==> config.mk <==
export PLATFORM = sky130hd
export DESIGN_NAME = modbus_response_frame_checker_unit
export DESIGN_NICKNAME = d
export VERILOG_FILES = /design/src/hdl/mbcrc_pkg.sv /design/src/hdl/modbus_response_frame_checker_unit.sv /design/src/hdl/mbcrc_crc_byte.sv
export VERILOG_INCLUDE_DIRS = /design/src /design/src/hdl
export SDC_FILE = /design/constraint.sdc
export NUM_CORES = 1
export LEC_CHECK = 0
export ABC_AREA = 0
export BUFFER_PORTS_ARGS = -buffer_cell sky130_fd_sc_hd__buf_2
export CAP_MARGIN = 25
export CORE_MARGIN = 3
export CORE_UTILIZATION = 46
export CTS_BUF_LIST = sky130_fd_sc_hd__clkbuf_4
export DETAILED_ROUTE_END_ITERATION = 10
export GPL_ROUTABILITY_DRIVEN = 0
export GPL_TIMING_DRIVEN = 1
export PLACE_DENSITY_LB_ADDON = 0.15
export SLEW_MARGIN = 25
export SYNTH_ARGS = -nofsm -noshare
export SYNTH_HDL_FRONTEND = slang
export SYNTH_SLANG_ARGS = --single-unit
==> constraint.sdc <==
create_clock -name clk -period 4.1 [get_ports clk]
set_clock_uncertainty 0.15 [all_clocks]
set_input_delay 0.41 -clock clk [delete_from_list [all_inputs] [get_ports clk]]
set_output_delay 0.41 -clock clk [all_outputs]
set_load 0.01 [all_outputs]
==> src/hdl/assert_macros.svh <==
// ----------------------------------------------------------------------------
// assert_macros
// Assertion macros for the RTL file that carries concurrent checks.
// ----------------------------------------------------------------------------
`ifndef ASSERT_MACROS_SVH
`define ASSERT_MACROS_SVH

// Same-cycle implication, disabled while reset is high.
`define ASSERT_IMPL(lbl, clk_sig, rst_sig, ante, cons) \
  lbl: assert property (@(posedge clk_sig) disable iff (rst_sig) (ante) |-> (cons)) \
    else $error("assertion failed: same-cycle implication");

// Next-cycle implication, disabled while reset is high.
`define ASSERT_NEXT(lbl, clk_sig, rst_sig, ante, cons) \
  lbl: assert property (@(posedge clk_sig) disable iff (rst_sig) (ante) |=> (cons)) \
    else $error("assertion failed: next-cycle implication");

`endif

==> src/hdl/mbcrc_pkg.sv <==
// ----------------------------------------------------------------------------
// mbcrc_pkg
// Types and constants for the Modbus RTU response frame checker.
// ----------------------------------------------------------------------------
package mbcrc_pkg;

  localparam logic [15:0] CRC_INIT   = 16'hFFFF;
  localparam logic [15:0] CRC_POLY   = 16'hA001;
  localparam int          CRC_BYTES  = 5;
  localparam int          FRAME_BYTES = 7;
  localparam logic [2:0]  POS_IDLE   = 3'd7;
  localparam logic [2:0]  POS_VAL_HI = 3'd3;
  localparam logic [2:0]  POS_VAL_LO = 3'd4;
  localparam logic [2:0]  POS_CRC_LO = 3'd5;
  localparam logic [2:0]  POS_LAST   = 3'(FRAME_BYTES - 1);
  localparam logic [2:0]  POS_CRC_END = 3'(CRC_BYTES);

  typedef struct packed {
    logic [7:0] rx_byte;
    logic       frame_start;
  } byte_item_t;

  typedef struct packed {
    logic [15:0] reading_value;
    logic        crc_ok;
    logic [15:0] computed_crc;
    logic [15:0] received_crc;
  } result_item_t;

endpackage

==> src/hdl/modbus_response_frame_checker_unit.sv <==
// ----------------------------------------------------------------------------
// modbus_response_frame_checker_unit
// Takes the seven bytes of a Modbus RTU read-input-register response, one
// byte per transfer, with frame_start set on the first byte. A CRC-16 runs
// over bytes 0 to 4, bytes 3 and 4 give the register value, and bytes 5 and 6
// give the received CRC. The seventh byte yields one result with the value,
// both CRCs and a match flag. Bytes outside a frame give nothing, and a
// frame_start byte always restarts the frame. Each byte passes an input
// register and the CRC and field logic into the result register, so a
// byte is accepted every cycle; only a stalled result register holding
// back a waiting byte slows the input.
// ----------------------------------------------------------------------------
`include "assert_macros.svh"

module modbus_response_frame_checker_unit
  import mbcrc_pkg::*;
(
  input  logic         clk,
  input  logic         rst,
  input  logic         byte_valid,
  output logic         byte_ready,
  input  byte_item_t   byte_item,
  output logic         result_valid,
  input  logic         result_ready,
  output result_item_t result_item
);

  logic         stage_valid;
  byte_item_t   stage_item;
  logic         fire;

  logic [2:0]   byte_position;
  logic [15:0]  running_crc;
  logic [15:0]  value_reg;
  logic [7:0]   crc_low_byte;

  logic         active;
  logic [2:0]   pos;
  logic [15:0]  crc_base;
  logic [15:0]  crc_new;
  logic [15:0]  value_next;
  logic [7:0]   crc_low_next;
  logic [15:0]  got_crc;
  logic         last_byte;

  assign fire       = stage_valid && (!result_valid || result_ready);
  assign byte_ready = !stage_valid || fire;

  assign active   = stage_item.frame_start || (byte_position != POS_IDLE);
  assign pos      = stage_item.frame_start ? 3'd0 : byte_position;
  assign crc_base = stage_item.frame_start ? CRC_INIT : running_crc;
  assign last_byte = fire && active && (pos == POS_LAST);
  assign got_crc  = {stage_item.rx_byte, crc_low_byte};

  mbcrc_crc_byte u_crc (
    .crc_in  (crc_base),
    .data    (stage_item.rx_byte),
    .crc_out (crc_new)
  );

  always_comb begin
    value_next   = stage_item.frame_start ? 16'h0000 : value_reg;
    crc_low_next = stage_item.frame_start ? 8'h00 : crc_low_byte;
    case (pos)
      POS_VAL_HI: value_next[15:8] = stage_item.rx_byte;
      POS_VAL_LO: value_next[7:0]  = stage_item.rx_byte;
      POS_CRC_LO: crc_low_next     = stage_item.rx_byte;
      default: ;
    endcase
  end

  // Input register.
  always_ff @(posedge clk) begin
    if (rst) begin
      stage_valid <= 1'b0;
    end else if (byte_ready) begin
      stage_valid <= byte_valid;
    end
    if (byte_ready && byte_valid) begin
      stage_item <= byte_item;
    end
  end

  // Frame state.
  always_ff @(posedge clk) begin
    if (rst) begin
      byte_position <= POS_IDLE;
      running_crc   <= CRC_INIT;
      value_reg     <= 16'h0000;
      crc_low_byte  <= 8'h00;
    end else if (fire && active) begin
      if (pos < POS_CRC_END) begin
        running_crc <= crc_new;
      end else begin
        running_crc <= crc_base;
      end
      value_reg    <= value_next;
      crc_low_byte <= crc_low_next;
      byte_position <= (pos == POS_LAST) ? POS_IDLE : pos + 3'd1;
    end
  end

  // Result register.
  always_ff @(posedge clk) begin
    if (rst) begin
      result_valid <= 1'b0;
    end else if (last_byte) begin
      result_valid <= 1'b1;
    end else if (result_ready) begin
      result_valid <= 1'b0;
    end
    if (last_byte) begin
      result_item.reading_value <= value_reg;
      result_item.crc_ok        <= (running_crc == got_crc);
      result_item.computed_crc  <= running_crc;
      result_item.received_crc  <= got_crc;
    end
  end

  // Input is held back only by a waiting byte behind a stalled result.
  `ASSERT_IMPL(a_stall_cause, clk, rst, !byte_ready, stage_valid && result_valid && !result_ready)

  // A new result follows only the last byte of a frame.
  `ASSERT_IMPL(a_result_from_last, clk, rst, $rose(result_valid), $past(byte_position) == POS_LAST)

  // Once the last byte is taken the frame goes idle.
  `ASSERT_NEXT(a_idle_after_last, clk, rst, last_byte, byte_position == POS_IDLE && result_valid)

endmodule

==> src/hdl/mbcrc_crc_byte.sv <==
// ----------------------------------------------------------------------------
// mbcrc_crc_byte
// One whole-byte update of the Modbus CRC-16 (reflected polynomial 0xA001).
// ----------------------------------------------------------------------------
module mbcrc_crc_byte
  import mbcrc_pkg::*;
(
  input  logic [15:0] crc_in,
  input  logic [7:0]  data,
  output logic [15:0] crc_out
);

  always_comb begin
    logic [15:0] c;
    c = crc_in ^ {8'h00, data};
    // Eight bit steps, LSB first, unrolled.
    for (int i = 0; i < 8; i++) begin
      if (c[0]) begin
        c = (c >> 1) ^ CRC_POLY;
      end else begin
        c = c >> 1;
      end
    end
    crc_out = c;
  end

endmodule

Word-level counts from Yosys, hierarchy flattened
Index checks and enable logic that the tools add are counted.
{"block": "word_totals", "regBits": 103, "in_bits": 13, "wordCells": 65, "out_inout_bits": 51}
{"block": "classes", "n_bitwise": 9, "n_reduce_logical": 16, "n_mux": 19, "n_addsub": 1, "eq_ne": 6, "n_lt_le_gt_ge": 1}
{"cell": "$mux W16", "n": 11}
{"cell": "$mux W8", "n": 4}
{"cell": "$not A2 Y3", "n": 8}
{"cell": "$eq A16 B16 Y1", "n": 1}
{"cell": "$xor A16 B8 Y16", "n": 1}
{"cell": "$eq A3 B3 Y1 const B", "n": 3}
{"cell": "$reduce_bool A2 Y1", "n": 4}
{"cell": "$mux W3", "n": 2}
{"cell": "$reduce_and A2 Y1", "n": 3}
{"cell": "$logic_and A1 B1 Y1", "n": 4}
{"cell": "$add A3 B1 Y3 const B", "n": 1}
{"cell": "$eq A3 B2 Y1 const B", "n": 1}
{"cell": "$logic_or A1 B1 Y1", "n": 3}
{"cell": "$lt A3 B3 Y1 const B", "n": 1}
{"cell": "$ne A3 B3 Y1 const B", "n": 1}
{"cell": "$logic_not A1 Y1", "n": 2}
{"cell": "$mux W1", "n": 2}

Depth between registers and ports, before layout
{"block": "logic_depth", "ltp_word": 19, "depth_mapped": 11, "ltp_nobuf": 9}

Hierarchy
Synthesis repeated with hierarchy kept, for this count alone.
{"block": "unflattened", "hier_cells": 280, "area_unflattened_um2": 4032.6}
{"module": "modbus_response_frame_checker_unit", "area_each_um2": 3748.6, "n_inst": 1, "cells_each": 251, "seq_area_each_um2": 2642.5}
{"module": "mbcrc_crc_byte", "area_each_um2": 284.0, "n_inst": 1, "cells_each": 29, "seq_area_each_um2": 0.0}

Worst setup path before layout
Ideal clock, no wire load.
{"block": "synth_timing", "kind": "reg-to-reg", "from": "reg stage_item[0] in the netlist's numbering", "to": "reg result_item[0] in the netlist's numbering, enable pin", "arrival_time_ns": 2.219, "stages_incl_launch_ff": 8, "setup_slack_ns": 1.327, "path_cell_list": "edfxtp_1 > buf_4 > clkbuf_1 > inv_1 > nand2_1 > ha_1 > nand3_1 > inv_1"}
{"block": "synth_between", "elab_chain_cells": 3}
{"item": "start: declaration", "line_no": "modbus_response_frame_checker_unit.sv:29", "source": "byte_item_t stage_item;"}
{"item": "start signal: assignment", "line_no": "modbus_response_frame_checker_unit.sv:80", "source": "stage_item <= byte_item;"}
{"item": "$mux W3 / $logic_or A1 B1 Y1 (equally long branches)", "line_no": "modbus_response_frame_checker_unit.sv:50, modbus_response_frame_checker_unit.sv:49"}
{"item": "$eq A3 B3 Y1 / $logic_and A1 B1 Y1 (equally long branches)", "line_no": "modbus_response_frame_checker_unit.sv:52", "source": "assign last_byte = fire && active && (pos == POS_LAST);"}
{"item": "$logic_and A1 B1 Y1 *", "line_no": "modbus_response_frame_checker_unit.sv:52"}
{"item": "named net last_byte", "line_no": "modbus_response_frame_checker_unit.sv:44", "source": "logic last_byte;"}
{"item": "end: declaration", "line_no": "modbus_response_frame_checker_unit.sv:25", "source": "output result_item_t result_item"}
The timed path passes the listed nets; every way through them passes the cells marked *.
A chain may end at the register's enable or synchronous reset.

Worst setup path in the final report
Ends and elaborated chain as after synthesis.

==> results.sh <==
export IMPL_grtUsageMet2_pct=26.53
export IMPL_fmax_mhz=341.0
export IMPL_routed_via_density=5.211
export IMPL_max_cap_viol_count=0
export IMPL_via_count=2663
export IMPL_cts_max_path_buffers=2
export IMPL_die_width_um=100.6
export IMPL_period_share_pct=71.53
export IMPL_grt_use_total_pct=17.38
export IMPL_cts_root_buffer="clkbuf_4"
export IMPL_placed_cell_area_um2=4463
export IMPL_cp_data_arrival_time_ns=2.72
export IMPL_leakagePower_nw=1.687
export IMPL_clock_sinks=103
export IMPL_htree_levels=3
export IMPL_p_per_area_nw_per_um2=391.0
export IMPL_relSlewSlack_pct=42.92
export IMPL_coreArea_um2=8464
export IMPL_yosysUniqueCellTypes=42
export IMPL_hpwl_um=5648
export IMPL_grt_pass1_vias=2515
export IMPL_rr_worst_depth=4
export IMPL_synth_seq_cells=103
export IMPL_cp_end_kind="flop"
export IMPL_synth_edf_count=58
export IMPL_yosysWarnings=0
export IMPL_largest_register_ffs=49
export IMPL_critPathKind="reg -> reg"
export IMPL_hold_path_class="in -> reg"
export IMPL_synth_ff_type="edfxtp_1"
export IMPL_rr_endpoint="result_item[0]"
export IMPL_hold_viol=0
export IMPL_syn_mean_instance_area_um2=12.25
export IMPL_drv_slew=0
export IMPL_ys_top_cells_by_area="edfxtp_1 (42%), dfxtp_1 (22%), xnor2_1 (7.9%)"
export IMPL_min_to="stage_valid"
export IMPL_wl_per_cell_um=16.57
export IMPL_grt_use_met3_pct=2.907
export IMPL_r2r_start="stage_item[0]"
export IMPL_syn2layout_area_growth_pct=13.71
export IMPL_grtUsageMet1_pct=24.73
export IMPL_yosysMostFrequentCell="edfxtp_1"
export IMPL_drcViolationCount=0
export IMPL_grt_busiest_layer="met2"
export IMPL_grt_max_degree=50
export IMPL_cts_made_buffers=9
export IMPL_syn_num_nets=354
export IMPL_io_pins=64
export IMPL_drt_first_pass_iters=4
export IMPL_totalWireLength_um=8467
export IMPL_finalPower_mw=1.830
export IMPL_syn_cell_area_um2=4116
export IMPL_portBuffers=63
export IMPL_max_vdd_ir_drop_mv=0.1337
export IMPL_row_count=33
export IMPL_fin_crit_ns=2.933
export IMPL_synthCells=336
export IMPL_grt_pass1_wl_um=13460
export IMPL_grt_overflow=0
export IMPL_final_cell_area_um2=4681
export IMPL_setup_violations=0
export IMPL_hp_start="byte_valid"
export IMPL_start_util_pct=48.63
export IMPL_synthArstFlopShare_pct=0
export IMPL_yosysTopAreaCell="edfxtp_1"
export IMPL_cp_required_ns=3.89
export IMPL_die_area_um2=10120
export IMPL_die_h_um=100.6
export IMPL_rsz0062_at_grt="no"
export IMPL_yosys_area_top_type_share_pct=42.31
export IMPL_synthTopCellsByCount="edfxtp_1 (58), dfxtp_1 (45), nor2_1 (40), xnor2_1 (37), nand2_1 (25)"
export IMPL_fin_nets=419
export IMPL_ant_nets=0
export IMPL_antenna_cells=0
export IMPL_clk_pin_slew_worst_paths_ns=0.15
export IMPL_drive_gt1_share_pct=21.18
export IMPL_whs_path_depth=3
export IMPL_cts_tree="done"
export IMPL_drt_iter0_drc=137
export IMPL_antenna_found_initial=0
export IMPL_final_util_pct=55.30
export IMPL_setup_tns_ns=0
export IMPL_worst_pin_slew_ns=0.8562
export IMPL_seq_area_frac_synth_pct=64.19
export IMPL_startpoint_type="flop"
export IMPL_cp_max_fo=49
export IMPL_status="complete, no violations"
export IMPL_rrSetupSlack_ns=1.17
export IMPL_clk_insertion_delay_late_ns=0.44
export IMPL_postCtsSetupRepairBufs=0
## critical path, cell delays in order (launching register included)
cell and delay, ns:
edfxtp_1 0.69, nor2b_1 0.41, a31oi_1 0.28, nand3_1 0.21, clkinv_2 0.67
## worst max-delay path by stage
| stage | start | to | slack, ns | cells after the start |
|---|---|---|---|---|
| floorplan | stage_item[0] | result_item[0] | 1.33 | 7 |
| global placement | stage_item[0] | result_item[7] | 1.21 | 4 |
| detailed placement | stage_item[0] | result_item[4] | 1.03 | 4 |
| CTS | stage_item[0] | result_item[0] | 1.02 | 4 |
| global route | stage_item[0] | result_item[27] | 0.95 | 4 |
| finish | stage_item[0] | result_item[0] | 1.17 | 4 |
## kinds of logic after synthesis
logic type | count (synthesis) | synth area share (%)
flip-flops | 103 | 64.19
AND/OR/NAND/NOR | 100 | 11.22
AO/OA/AOI/OAI | 51 | 8.450
XOR/XNOR | 47 | 10.70
buffers and inverters | 28 | 3.434
adder cells (fa/ha/maj) | 5 | 1.520
multiplexers | 2 | 0.4863
## area by class of cell
cell class              count  area, um^2
inverters                   9       35.03
flip-flops and latches    103        2643
clock buffers               9       67.56
repair buffers             73       412.9
fillers                   720        3784
well taps                 105       131.4
multi-input cells         205        1333
clock inverters             7       58.81
## power breakdown
| group | switching (mW) | internal, mW | leakage [nW] |
|---|---|---|---|
| clock network | 0.346 | 0.131 | 0.0667 |
| logic | 0.0982 | 0.0897 | 0.744 |
| registers | 0.0478 | 1.12 | 0.877 |
| total | 0.492 | 1.34 | 1.69 |
## stage by stage
stage          cells  worst slack (ns)  hold WS, ns
6_report         511             1.167      0.04791
5_1_grt          511            0.9456      0.03976
4_1_cts          511             1.020      0.02132
3_5_place_dp     486             1.025       0.2704
3_3_place_gp     486             1.208       0.2643
2_1_floorplan    336             1.327       0.2529
## layer usage
layer  vias to the layer above  part of all wire, %
met5                         -                    0
met4                         0                  1.5
met3                        12                  5.6
met2                        73                   46
met1                      1263                   46
li1                       1315                    -
## cell usage in the layout (no fill, tap or decap), types with 2 or more instances in the layout
| master | n |
|---|---|
| nor4_1 | 4 |
| xnor2_2 | 2 |
| nor2b_1 | 2 |
| a21oi_1 | 3 |
| o211ai_1 | 8 |
| clkinv_4 | 2 |
| mux2i_1 | 2 |
| and2_1 | 2 |
| inv_1 | 7 |
| ha_1 | 5 |
| nor3_1 | 7 |
| dlygate4sd3_1 | 9 |
| buf_2 | 63 |
| o21ai_0 | 9 |
| a22oi_1 | 24 |
| dfxtp_1 | 45 |
| nor4b_1 | 2 |
| nand2_1 | 25 |
| clkbuf_4 | 9 |
| nor2_2 | 2 |
| o21ai_1 | 3 |
| xor2_1 | 7 |
| nand3_1 | 4 |
| nor2_1 | 40 |
| nand4_1 | 5 |
| clkinv_2 | 2 |
| xnor2_1 | 37 |
| edfxtp_1 | 58 |
## repair_timing
item                       in CTS  in global routing
hold endpoints to repair        9                  0
resized for setup               0                  0
setup endpoints to repair       0                  0
hold buffers                    9                  0
(Power assumes the default switching activity.)
